**config.mk**
```make
export PLATFORM = sky130hd
export DESIGN_NAME = square_roi_area_sorted_table
export DESIGN_NICKNAME = d
export VERILOG_FILES = /design/src/rtl/sqroi_pkg.sv /design/src/rtl/sqroi_hold.sv /design/src/rtl/square_roi_area_sorted_table.sv
export SDC_FILE = /design/constraint.sdc
export NUM_CORES = 2
export LEC_CHECK = 0
export ABC_CLOCK_PERIOD_IN_PS = 13700
export BUFFER_PORTS_ARGS = -buffer_cell sky130_fd_sc_hd__clkbuf_2
export CAP_MARGIN = 20
export CORE_MARGIN = 4
export CORE_UTILIZATION = 40
export DETAILED_ROUTE_END_ITERATION = 12
export GPL_ROUTABILITY_DRIVEN = 1
export MAX_ROUTING_LAYER = met4
export PLACE_DENSITY = 0.51
export SYNTH_ARGS = -nofsm -noshare
export SYNTH_HDL_FRONTEND = slang
export SYNTH_SLANG_ARGS = --single-unit
```
**constraint.sdc**
```tcl
create_clock -name clock -period 13.7 [get_ports clock]
set_input_delay 2.74 -clock clock [delete_from_list [all_inputs] [get_ports clock]]
set_output_delay 2.74 -clock clock [all_outputs]
set_load 0.005 [all_outputs]
```
**src/rtl/sqroi_pkg.sv**
```systemverilog
// shared types, codes and helpers of the square roi area sorted table
// no dependencies
package sqroi_pkg;

   localparam int COORD_W = 12;
   localparam int SIDE_W  = 13;
   localparam int AREA_W  = 25;
   localparam int REQ_DATA_W = 56;
   localparam int RSP_DATA_W = 56;

   localparam logic [1:0] KIND_STATUS = 2'd0;
   localparam logic [1:0] KIND_ENTRY  = 2'd1;
   localparam logic [1:0] KIND_EMPTY  = 2'd2;

   localparam logic [2:0] ST_INSERTED = 3'd0;
   localparam logic [2:0] ST_SMALL    = 3'd1;
   localparam logic [2:0] ST_HELD     = 3'd2;
   localparam logic [2:0] ST_DROPPED  = 3'd3;
   localparam logic [2:0] ST_FULL     = 3'd4;

   localparam logic [1:0] REG_IMAGE_WIDTH  = 2'd0;
   localparam logic [1:0] REG_IMAGE_HEIGHT = 2'd1;
   localparam logic [1:0] REG_MIN_SIDE     = 2'd2;
   localparam logic [1:0] REG_GROW_PAD     = 2'd3;

   localparam logic [12:0] DIM_MAX = 13'd4096;

   typedef struct packed {
      logic [SIDE_W-1:0]  h;
      logic [SIDE_W-1:0]  w;
      logic [COORD_W-1:0] y;
      logic [COORD_W-1:0] x;
   } box_type;

   typedef struct packed {
      logic [AREA_W-1:0] area;
      box_type           box;
   } entry_type;

   function automatic logic [SIDE_W-1:0] clamp_dim(input logic [SIDE_W-1:0] d);
      logic [SIDE_W-1:0] r;
      r = d;
      if (d == '0) r = 13'd1;
      else if (d > DIM_MAX) r = DIM_MAX;
      return r;
   endfunction

endpackage

```
**src/rtl/sqroi_hold.sv**
```systemverilog
// containment compare: outer box holds inner box
// depends on sqroi_pkg
module sqroi_hold import sqroi_pkg::*; (
   input  box_type outer,
   input  box_type inner,
   output logic    holds
);
   logic [SIDE_W:0] outer_r, outer_b, inner_r, inner_b;

   always_comb begin
      outer_r = {2'b0, outer.x} + {1'b0, outer.w};
      outer_b = {2'b0, outer.y} + {1'b0, outer.h};
      inner_r = {2'b0, inner.x} + {1'b0, inner.w};
      inner_b = {2'b0, inner.y} + {1'b0, inner.h};
      holds = (outer.x <= inner.x) && (outer.y <= inner.y) &&
              (outer_r >= inner_r) && (outer_b >= inner_b);
   end
endmodule

```
**src/rtl/square_roi_area_sorted_table.sv**
```systemverilog
// Square roi table sorted by descending area. An offer item (tuser 0) is
// grown as it is taken; its width is then cut to the smaller side, and it is
// clipped and measured (states ADJ1, ADJ2 and AREA). It is then scanned
// against the table entry by entry, through one registered read port of the
// entry memory and one shared containment compare. Insertion walks the rest of
// the table and compacts contained entries in place. A dump (tuser 1) gives the
// entries in table order and clears the table. The block takes no item while
// one is in work. There is no clearing pass after reset.
// depends on sqroi_pkg and sqroi_hold
module square_roi_area_sorted_table import sqroi_pkg::*; #(
   parameter int MAX_ENTRIES = 16
) (
   input  logic                  clock,
   input  logic                  reset,
   input  logic                  req_tvalid,
   output logic                  req_tready,
   input  logic [REQ_DATA_W-1:0] req_tdata,  // box_x, box_y, box_w, box_h
   input  logic                  req_tuser,  // op
   output logic                  rsp_tvalid,
   input  logic                  rsp_tready,
   output logic [RSP_DATA_W-1:0] rsp_tdata,  // status, rect_x, rect_y, rect_w, rect_h
   output logic [1:0]            rsp_tuser,  // kind
   output logic                  rsp_tlast,
   input  logic                  csr_we,
   input  logic [1:0]            csr_addr,
   input  logic [12:0]           csr_wdata
);
   localparam int CW = $clog2(MAX_ENTRIES + 1);
   localparam int AW = (MAX_ENTRIES > 1) ? $clog2(MAX_ENTRIES) : 1;

   localparam logic [3:0] S_IDLE = 4'd0;
   localparam logic [3:0] S_ADJ1 = 4'd1;
   localparam logic [3:0] S_ADJ2 = 4'd2;
   localparam logic [3:0] S_AREA = 4'd3;
   localparam logic [3:0] S_SCRD = 4'd4;
   localparam logic [3:0] S_SCEV = 4'd5;
   localparam logic [3:0] S_INS  = 4'd6;
   localparam logic [3:0] S_INRD = 4'd7;
   localparam logic [3:0] S_INEV = 4'd8;
   localparam logic [3:0] S_EMIT = 4'd9;
   localparam logic [3:0] S_DMRD = 4'd10;
   localparam logic [3:0] S_DMEV = 4'd11;

   logic [3:0]         state_ff, state_in;
   logic [12:0]        iw_cfg_ff, iw_cfg_in, ih_cfg_ff, ih_cfg_in, min_ff, min_in;
   logic [7:0]         pad_ff, pad_in;
   logic [1:0]         kind_ff, kind_in;
   logic [2:0]         stat_ff, stat_in;
   logic [12:0]        cx_ff, cx_in, cy_ff, cy_in;
   logic [11:0]        x_ff, x_in, y_ff, y_in;
   logic [12:0]        w_ff, w_in, h_ff, h_in;
   logic [AREA_W-1:0]  area_ff, area_in;
   logic [CW-1:0]      idx_ff, idx_in, wp_ff, wp_in, count_ff, count_in;
   entry_type          pend_ff, pend_in, rd_ff;
   logic               rsp_valid_ff, rsp_valid_in, rsp_last_ff, rsp_last_in;
   logic [1:0]         rsp_kind_ff, rsp_kind_in;
   logic [RSP_DATA_W-1:0] rsp_data_ff, rsp_data_in;

   entry_type          mem_ff [MAX_ENTRIES];
   logic               mem_we;
   logic [AW-1:0]      mem_wa;

   logic [12:0]        iw, ih, bw, bh, w2, hw, hh, x0, y0;
   logic [11:0]        bx, by;
   logic [13:0]        gw, gh, sx, sy;
   logic [25:0]        prod;
   logic               out_free, holds;
   box_type            new_box, hold_outer, hold_inner;

   assign iw = clamp_dim(iw_cfg_ff);
   assign ih = clamp_dim(ih_cfg_ff);
   assign bx = req_tdata[11:0];
   assign by = req_tdata[23:12];
   assign bw = req_tdata[36:24];
   assign bh = req_tdata[49:37];
   assign out_free = !rsp_valid_ff || rsp_tready;
   assign new_box = '{h: h_ff, w: w_ff, y: y_ff, x: x_ff};

   assign hold_outer = (state_ff == S_INEV) ? new_box : rd_ff.box;
   assign hold_inner = (state_ff == S_INEV) ? rd_ff.box : new_box;

   sqroi_hold u_hold (
      .outer (hold_outer),
      .inner (hold_inner),
      .holds (holds)
   );

   always_comb begin
      iw_cfg_in = iw_cfg_ff;
      ih_cfg_in = ih_cfg_ff;
      min_in    = min_ff;
      pad_in    = pad_ff;
      if (csr_we) begin
         unique case (csr_addr)
            REG_IMAGE_WIDTH:  iw_cfg_in = csr_wdata;
            REG_IMAGE_HEIGHT: ih_cfg_in = csr_wdata;
            REG_MIN_SIDE:     min_in    = csr_wdata;
            REG_GROW_PAD:     pad_in    = csr_wdata[7:0];
            default:          pad_in    = pad_ff;
         endcase
      end
   end

   always_comb begin
      state_in = state_ff;
      kind_in  = kind_ff;
      stat_in  = stat_ff;
      cx_in    = cx_ff;
      cy_in    = cy_ff;
      x_in     = x_ff;
      y_in     = y_ff;
      w_in     = w_ff;
      h_in     = h_ff;
      area_in  = area_ff;
      idx_in   = idx_ff;
      wp_in    = wp_ff;
      count_in = count_ff;
      pend_in  = pend_ff;
      mem_we   = 1'b0;
      mem_wa   = wp_ff[AW-1:0];
      rsp_valid_in = rsp_valid_ff && !rsp_tready;
      rsp_kind_in  = rsp_kind_ff;
      rsp_data_in  = rsp_data_ff;
      rsp_last_in  = rsp_last_ff;
      gw   = {1'b0, bw} + {6'b0, pad_ff};
      gh   = {1'b0, bh} + {6'b0, pad_ff};
      w2   = (w_ff > h_ff) ? h_ff : w_ff;
      hw   = w2 >> 1;
      hh   = h_ff >> 1;
      x0   = (cx_ff > hw) ? cx_ff - hw : 13'd0;
      y0   = (cy_ff > hh) ? cy_ff - hh : 13'd0;
      sx   = {2'b0, x_ff} + {1'b0, w_ff};
      sy   = {2'b0, y_ff} + {1'b0, h_ff};
      prod = w_ff * h_ff;

      unique case (state_ff)
         S_IDLE: begin
            if (req_tvalid) begin
               kind_in = KIND_STATUS;
               stat_in = ST_INSERTED;
               idx_in  = '0;
               if (req_tuser) begin
                  if (count_ff == '0) begin
                     kind_in  = KIND_EMPTY;
                     {x_in, y_in, w_in, h_in} = '0;
                     state_in = S_EMIT;
                  end else begin
                     state_in = S_DMRD;
                  end
               end else if (bh < min_ff || bw < min_ff) begin
                  stat_in  = ST_SMALL;
                  {x_in, y_in, w_in, h_in} = '0;
                  state_in = S_EMIT;
               end else begin
                  cx_in = {1'b0, bx} + {1'b0, bw[12:1]};
                  cy_in = {1'b0, by} + {1'b0, bh[12:1]};
                  w_in  = (gw > {1'b0, iw}) ? iw : gw[12:0];
                  h_in  = (gh > {1'b0, ih}) ? ih : gh[12:0];
                  state_in = S_ADJ1;
               end
            end
         end
         S_ADJ1: begin
            w_in = w2;
            x_in = (x0 >= iw) ? 12'(iw - 13'd1) : x0[11:0];
            y_in = (y0 >= ih) ? 12'(ih - 13'd1) : y0[11:0];
            state_in = S_ADJ2;
         end
         S_ADJ2: begin
            if (sx > {1'b0, iw}) w_in = iw - {1'b0, x_ff};
            if (sy > {1'b0, ih}) h_in = ih - {1'b0, y_ff};
            state_in = S_AREA;
         end
         S_AREA: begin
            area_in  = prod[AREA_W-1:0];
            state_in = S_SCRD;
         end
         S_SCRD: begin
            state_in = (idx_ff == count_ff) ? S_INS : S_SCEV;
         end
         S_SCEV: begin
            if (area_ff < rd_ff.area) begin
               if (holds) begin
                  stat_in  = ST_HELD;
                  state_in = S_EMIT;
               end else begin
                  idx_in   = idx_ff + CW'(1);
                  state_in = S_SCRD;
               end
            end else begin
               state_in = S_INS;
            end
         end
         S_INS: begin
            if (idx_ff >= CW'(MAX_ENTRIES)) begin
               stat_in  = ST_FULL;
               state_in = S_EMIT;
            end else begin
               wp_in    = idx_ff;
               pend_in  = '{area: area_ff, box: new_box};
               state_in = S_INRD;
            end
         end
         S_INRD: begin
            if (idx_ff == count_ff) begin
               if (wp_ff < CW'(MAX_ENTRIES)) begin
                  mem_we   = 1'b1;
                  count_in = wp_ff + CW'(1);
               end else begin
                  count_in = CW'(MAX_ENTRIES);
                  stat_in  = ST_DROPPED;
               end
               state_in = S_EMIT;
            end else begin
               state_in = S_INEV;
            end
         end
         S_INEV: begin
            if (!holds) begin
               mem_we  = 1'b1;
               wp_in   = wp_ff + CW'(1);
               pend_in = rd_ff;
            end
            idx_in   = idx_ff + CW'(1);
            state_in = S_INRD;
         end
         S_EMIT: begin
            if (out_free) begin
               rsp_valid_in = 1'b1;
               rsp_kind_in  = kind_ff;
               rsp_last_in  = 1'b1;
               rsp_data_in  = {3'b0, h_ff, w_ff, y_ff, x_ff, stat_ff};
               state_in     = S_IDLE;
            end
         end
         S_DMRD: begin
            state_in = S_DMEV;
         end
         S_DMEV: begin
            if (out_free) begin
               rsp_valid_in = 1'b1;
               rsp_kind_in  = KIND_ENTRY;
               rsp_last_in  = (idx_ff + CW'(1) == count_ff);
               rsp_data_in  = {3'b0, rd_ff.box, ST_INSERTED};
               idx_in       = idx_ff + CW'(1);
               if (idx_ff + CW'(1) == count_ff) begin
                  count_in = '0;
                  state_in = S_IDLE;
               end else begin
                  state_in = S_DMRD;
               end
            end
         end
         default: state_in = S_IDLE;
      endcase
   end

   always_ff @(posedge clock) begin
      if (mem_we) mem_ff[mem_wa] <= pend_ff;
      rd_ff <= mem_ff[idx_ff[AW-1:0]];
   end

   always_ff @(posedge clock) begin
      if (reset) begin
         state_ff     <= S_IDLE;
         count_ff     <= '0;
         rsp_valid_ff <= 1'b0;
         iw_cfg_ff    <= 13'd640;
         ih_cfg_ff    <= 13'd480;
         min_ff       <= 13'd30;
         pad_ff       <= 8'd20;
      end else begin
         state_ff     <= state_in;
         count_ff     <= count_in;
         rsp_valid_ff <= rsp_valid_in;
         iw_cfg_ff    <= iw_cfg_in;
         ih_cfg_ff    <= ih_cfg_in;
         min_ff       <= min_in;
         pad_ff       <= pad_in;
      end
      kind_ff     <= kind_in;
      stat_ff     <= stat_in;
      cx_ff       <= cx_in;
      cy_ff       <= cy_in;
      x_ff        <= x_in;
      y_ff        <= y_in;
      w_ff        <= w_in;
      h_ff        <= h_in;
      area_ff     <= area_in;
      idx_ff      <= idx_in;
      wp_ff       <= wp_in;
      pend_ff     <= pend_in;
      rsp_kind_ff <= rsp_kind_in;
      rsp_data_ff <= rsp_data_in;
      rsp_last_ff <= rsp_last_in;
   end

   assign req_tready = (state_ff == S_IDLE);
   assign rsp_tvalid = rsp_valid_ff;
   assign rsp_tdata  = rsp_data_ff;
   assign rsp_tuser  = rsp_kind_ff;
   assign rsp_tlast  = rsp_last_ff;
endmodule

```
; ---- After elaboration in Yosys (flattened, before gate mapping)
; Memory sizes are Yosys's and may differ from the RTL's. A register that Yosys moved wholly into a read port is not among the register bits.
; Index checks and enable logic that the tools add are counted.
[op_classes]
bitwise = 2
div = 0
n_reduce_logical = 38
n_eq_ne = 33
shift = 0
n_mul = 1
order_cmp = 20
mux = 86
add_sub_neg = 18
[ops]
columns = operator, n
row1 = $mux 13, 18
row2 = $mux 75, 2
row3 = $pmux 75 s2, 1
row4 = $mux 56, 2
row5 = $pmux 56 s2, 1
row6 = $mux 50, 2
row7 = $add 12x13->14, 6
row8 = $mux 12, 6
row9 = $gt 14x13->1, 4
row10 = $sub 13x12->13, 4
row11 = $mux 5, 10
row12 = $pmux 12 s2, 2
row13 = $pmux 4 s12, 1
row14 = $pmux 13 s3, 1
row15 = $mux 4, 9
row16 = $ne 2x2->1 const B, 15
row17 = $add 13x8->14, 2
row18 = $ge 14x14->1, 2
row19 = $add 12x12->13, 2
row20 = $ge 13x13->1, 2
row21 = $gt 13x12->1, 2
row22 = $gt 13x13->1 const B, 2
row23 = $logic_not 13->1, 2
row24 = $lt 13x13->1, 2
row25 = other kinds (42), 98
[word_totals]
ramBits = 1200
n_memories = 1
rom_bits = 0
latchBits = 0
register_bits = 307
elab_cells = 226
input_bits = 77
[mem_list]
columns = memory, words, width, rd, rd_clocked_by_memory_dff, wr, line
row1 = mem_ff, 16, 75, 1, 1, 1, square_roi_area_sorted_table.sv:59  ; entry_type mem_ff [MAX_ENTRIES];

; ---- Longest topological paths before layout
[depth]
word_depth = 10
ltp_mapped = 29

; ---- Modules after synthesis
; A second synthesis with hierarchy kept.
[hier_totals]
cells_unflattened = 5248
hier_area_um2 = 77055.2
[by_module_without_submodules]
columns = module, area_per_inst_um2, cells_per_inst, n_inst
row1 = square_roi_area_sorted_table, 73842.1, 4830, 1
row2 = sqroi_hold, 3213.1, 418, 1

; ---- Worst setup path before layout
; No wires, ideal clock.
[synth_timing]
path_kind = register to register
from = reg state_ff[2]
to = mem mem_ff[12][0] in the netlist's numbering (enable)
synth_period_minus_slack_ns = 11.747
arrival_ns = 11.127
required_time_ns = 13.080
path_buffers = 5
path_slack_ns = 1.953
path_stages_with_launch = 29
cell_sequence = dfxtp_1 buf_2 nor4b_2 buf_2 clkbuf_1 clkbuf_1 clkbuf_1 nand2_1 nand2_1 ha_1 inv_1 fa_1 nor2b_1 o21ai_0 a21oi_1 o21ai_0 a21oi_1 o21ai_0 a221oi_1 xnor2_1 ha_1 a211o_2 nor3_1 o21ai_0 or3_2 a211oi_1 nor4_4 a31o_4 a211oi_1
[synth_lines]
columns = item, line
row1 = "start, declared", square_roi_area_sorted_table.sv:44  ; logic [3:0] state_ff, state_in;
row2 = "start signal, assigned", square_roi_area_sorted_table.sv:273  ; state_ff <= state_in;
row3 = "end, declared", square_roi_area_sorted_table.sv:59

==> qor.csv <==
metric,value,unit
status,finished clean,
clock sinks,1578,
hold depth,2,
Core ar.,195000,um^2
Area Overhead vs Synth,12.4,%
clk buf depth,3,
largest family of logic cells by synthesized area,adder cells,
DRT Wirelength,229,mm
CP Launch Type,register,
clk_skew,0.0709,ns
clock root cell,clkbuf_16,
period utilization,64.4,%
Crit Path Class,register to register,
"most common cell after layout, fill and taps aside",edfxtp_1,
Mapped Cells,5894,
simple-gate area share of the yosys netlist,7.85,%
die width,451,um
Multi-input gate area,30400,um^2
"EDFF count, synth",1446,
Die ar.,203000,um^2
CTS tree,yes,
initial cell density of the core,40.2,%
CP required,14.11,ns
I/O Buffers,128,
post-detail-place hpwl,148,mm
CP arrival,9.23,ns
Antenna Nets Post-Route,0,
All-Layer GR Usage,22.9,%
# Max-Cap Violations,0,
Mean Syn Cell Area,13.3,um^2
Post-Synth Adder-Cell Area,10.2,%
Synth Area in Compound Gates,9.42,%
grt ovf,0,
Final min period,8.82,ns
drt drc,0,
multiplexer share of the synthesized area,8.75,%
Post-Synth XOR/XNOR Area,2.13,%
initial drt markers,3982,
FF+latch area,46100,um^2
largest net degree at the start of global routing,114,
Fillers,17700,
CTS-repair resized insts,0,
CP endpoint kind,register,
RSZ-0062 raised after global routing,false,
TNS Setup,0,ns
io pins,138,
Synth warnings,0,
Final Hold Viols,0,
layout cells sized above 1,12.8,%
Synth cell types,99,
vias,49200,
slew margin rel.,25.3,%
Worst-path clk slew,0.06,ns
worst-margin pin slew,1.12,ns
FF-to-FF path depth,25,
Worst-Skew Late Latency,0.83,ns
cts bufs inserted,168,
DR vias/cell,5.58,
synthesized area,78500,um^2
# H-tree levels,4,
CP Max Fanout,76,
part of the Yosys area used for sequential elements,58.7,%
Post-layout nets,6679,
final setup vio count,0,
Synth Flop Type,edfxtp_1,
fin. max-slew vios,0,
#FFs+latches synth,1578,
drt pass-1 iters,8,
"commonest non-fill, non-tap cells in the layout","1446 x edfxtp_1, 644 x nand2_1, 417 x ha_1",
FP Rows,162,
GPL Wtd Cong,0.888,
initial antenna violation count,12,
Hold Path Class,register to register,
vias in the first global route,49100,
Post-synth ARST share,0,%
die height,451,um
Avg WL per Cell,26.0,um
Setup Buffers After CTS,0,
Post-CTS Hold Buffers,0,
achievable clock frequency,113,MHz
first-pass GRT wire length,334,mm
-- metrics by stage --
step	instances	utilization, %	worst slack (ns)	hold WS [ns]	instance area [um^2]
global placement	8504	42.3	4.82	0.443	82500
detailed placement	8505	42.3	4.80	0.448	82500
floorplan	5896	-	1.95	0.436	78500
finish	8824	45.2	4.88	0.455	88200
CTS	8820	45.2	4.76	0.457	88200
global route	8822	45.2	4.23	0.485	88200
-- Yosys cell counts (all sizes together) (15+ instances only) --
cell type / instances / share of area (%)
a211oi: 29 / 0.30
a21o: 81 / 0.78
a21oi: 270 / 1.8
a221oi: 80 / 0.89
a22oi: 77 / 0.74
and2: 68 / 0.54
and3: 15 / 0.12
buf: 55 / 0.34
clkbuf: 196 / 0.94
dfxtp: 132 / 3.4
edfxtp: 1446 / 55
fa: 134 / 3.4
ha: 417 / 6.7
inv: 334 / 1.6
mux2: 77 / 1.1
mux2i: 262 / 3.3
mux4: 150 / 4.3
nand2: 646 / 3.1
nand2b: 43 / 0.34
nand3: 54 / 0.34
nand3b: 21 / 0.20
nand4: 26 / 0.21
nor2: 187 / 0.89
nor2b: 61 / 0.49
nor3: 75 / 0.48
nor4: 21 / 0.21
o211ai: 19 / 0.18
o21a: 40 / 0.38
o21ai: 390 / 2.5
o22ai: 31 / 0.25
or2: 24 / 0.19
or3: 37 / 0.30
xnor2: 124 / 1.4
xor2: 67 / 0.75
-- cell families after synthesis --
| logic type | after synthesis |
|---|---|
| flops | 1578 |
| simple gates | 1317 |
| compound gates | 1166 |
| buf+inv | 587 |
| fa+ha+maj | 565 |
| mux | 489 |
| xor+xnor | 191 |
| other cells | 1 |
-- registers in the layout, summed over array words and instances (netlist names), 2 cells and up --
signal,count
mem_ff,1200
pend_ff,75
rd_ff,75
rsp_tdata,53
area_ff,25
cx_ff,13
cy_ff,13
h_ff,13
ih_cfg_ff,13
iw_cfg_ff,13
min_ff,13
w_ff,13
x_ff,12
y_ff,12
pad_ff,8
count_ff,5
idx_ff,5
wp_ff,5
state_ff,4
stat_ff,3
rsp_tuser,2
-- cell type report --
class                   count  area share [%]
diodes                      4          0.0113
clock buffers             228            5.24
clock inverters            87            1.28
inverters                 336            1.43
multi-input cells        3731            34.4
flip-flops and latches   1578            52.2
well taps                2624            3.72
repair buffers            236            1.67
-- per-layer routing --
layer / GRT usage, % / vias up / routed length (um)
met4: 6.23 / 0 / 6380
met3: 2.71 / 325 / 10100
li1: - / 22400 / -
met5: - / - / 0
met1: 30.5 / 25200 / 102000
met2: 37.4 / 1300 / 111000
-- worst max-delay path, cell delays in order, from the launching register on --
cell	delay (ns)
dfxtp_1	0.55
nor4b_4	0.49
buf_4	0.66
nor2_1	0.08
a21oi_1	0.26
inv_1	0.10
ha_1	0.28
a21o_1	0.12
a21oi_1	0.09
nand2b_1	0.15
a21oi_1	0.21
o22ai_1	0.14
o21ai_0	0.31
o21ai_0	0.17
a211o_1	0.33
ha_1	0.31
a211o_2	0.31
nor3_1	0.12
o21ai_0	0.13
or3_2	0.42
a211oi_1	0.51
nor4_4	0.13
a31o_4	0.43
a2111oi_4	0.39
buf_4	0.81
buf_4	0.74
-- worst paths after layout --
kind                                   from      endpoint  slack, ns
worst max-delay path            state_ff[1]  mem_ff[2][2]       4.88
worst min-delay path             min_ff[10]    min_ff[10]       0.45
worst max register to register  state_ff[1]  mem_ff[2][2]       4.88
worst min register to register   min_ff[10]    min_ff[10]       0.45
Power is left out: the tool's default activity adds up to more than one toggle a clock period on the data nets, which glitch-free logic cannot reach.
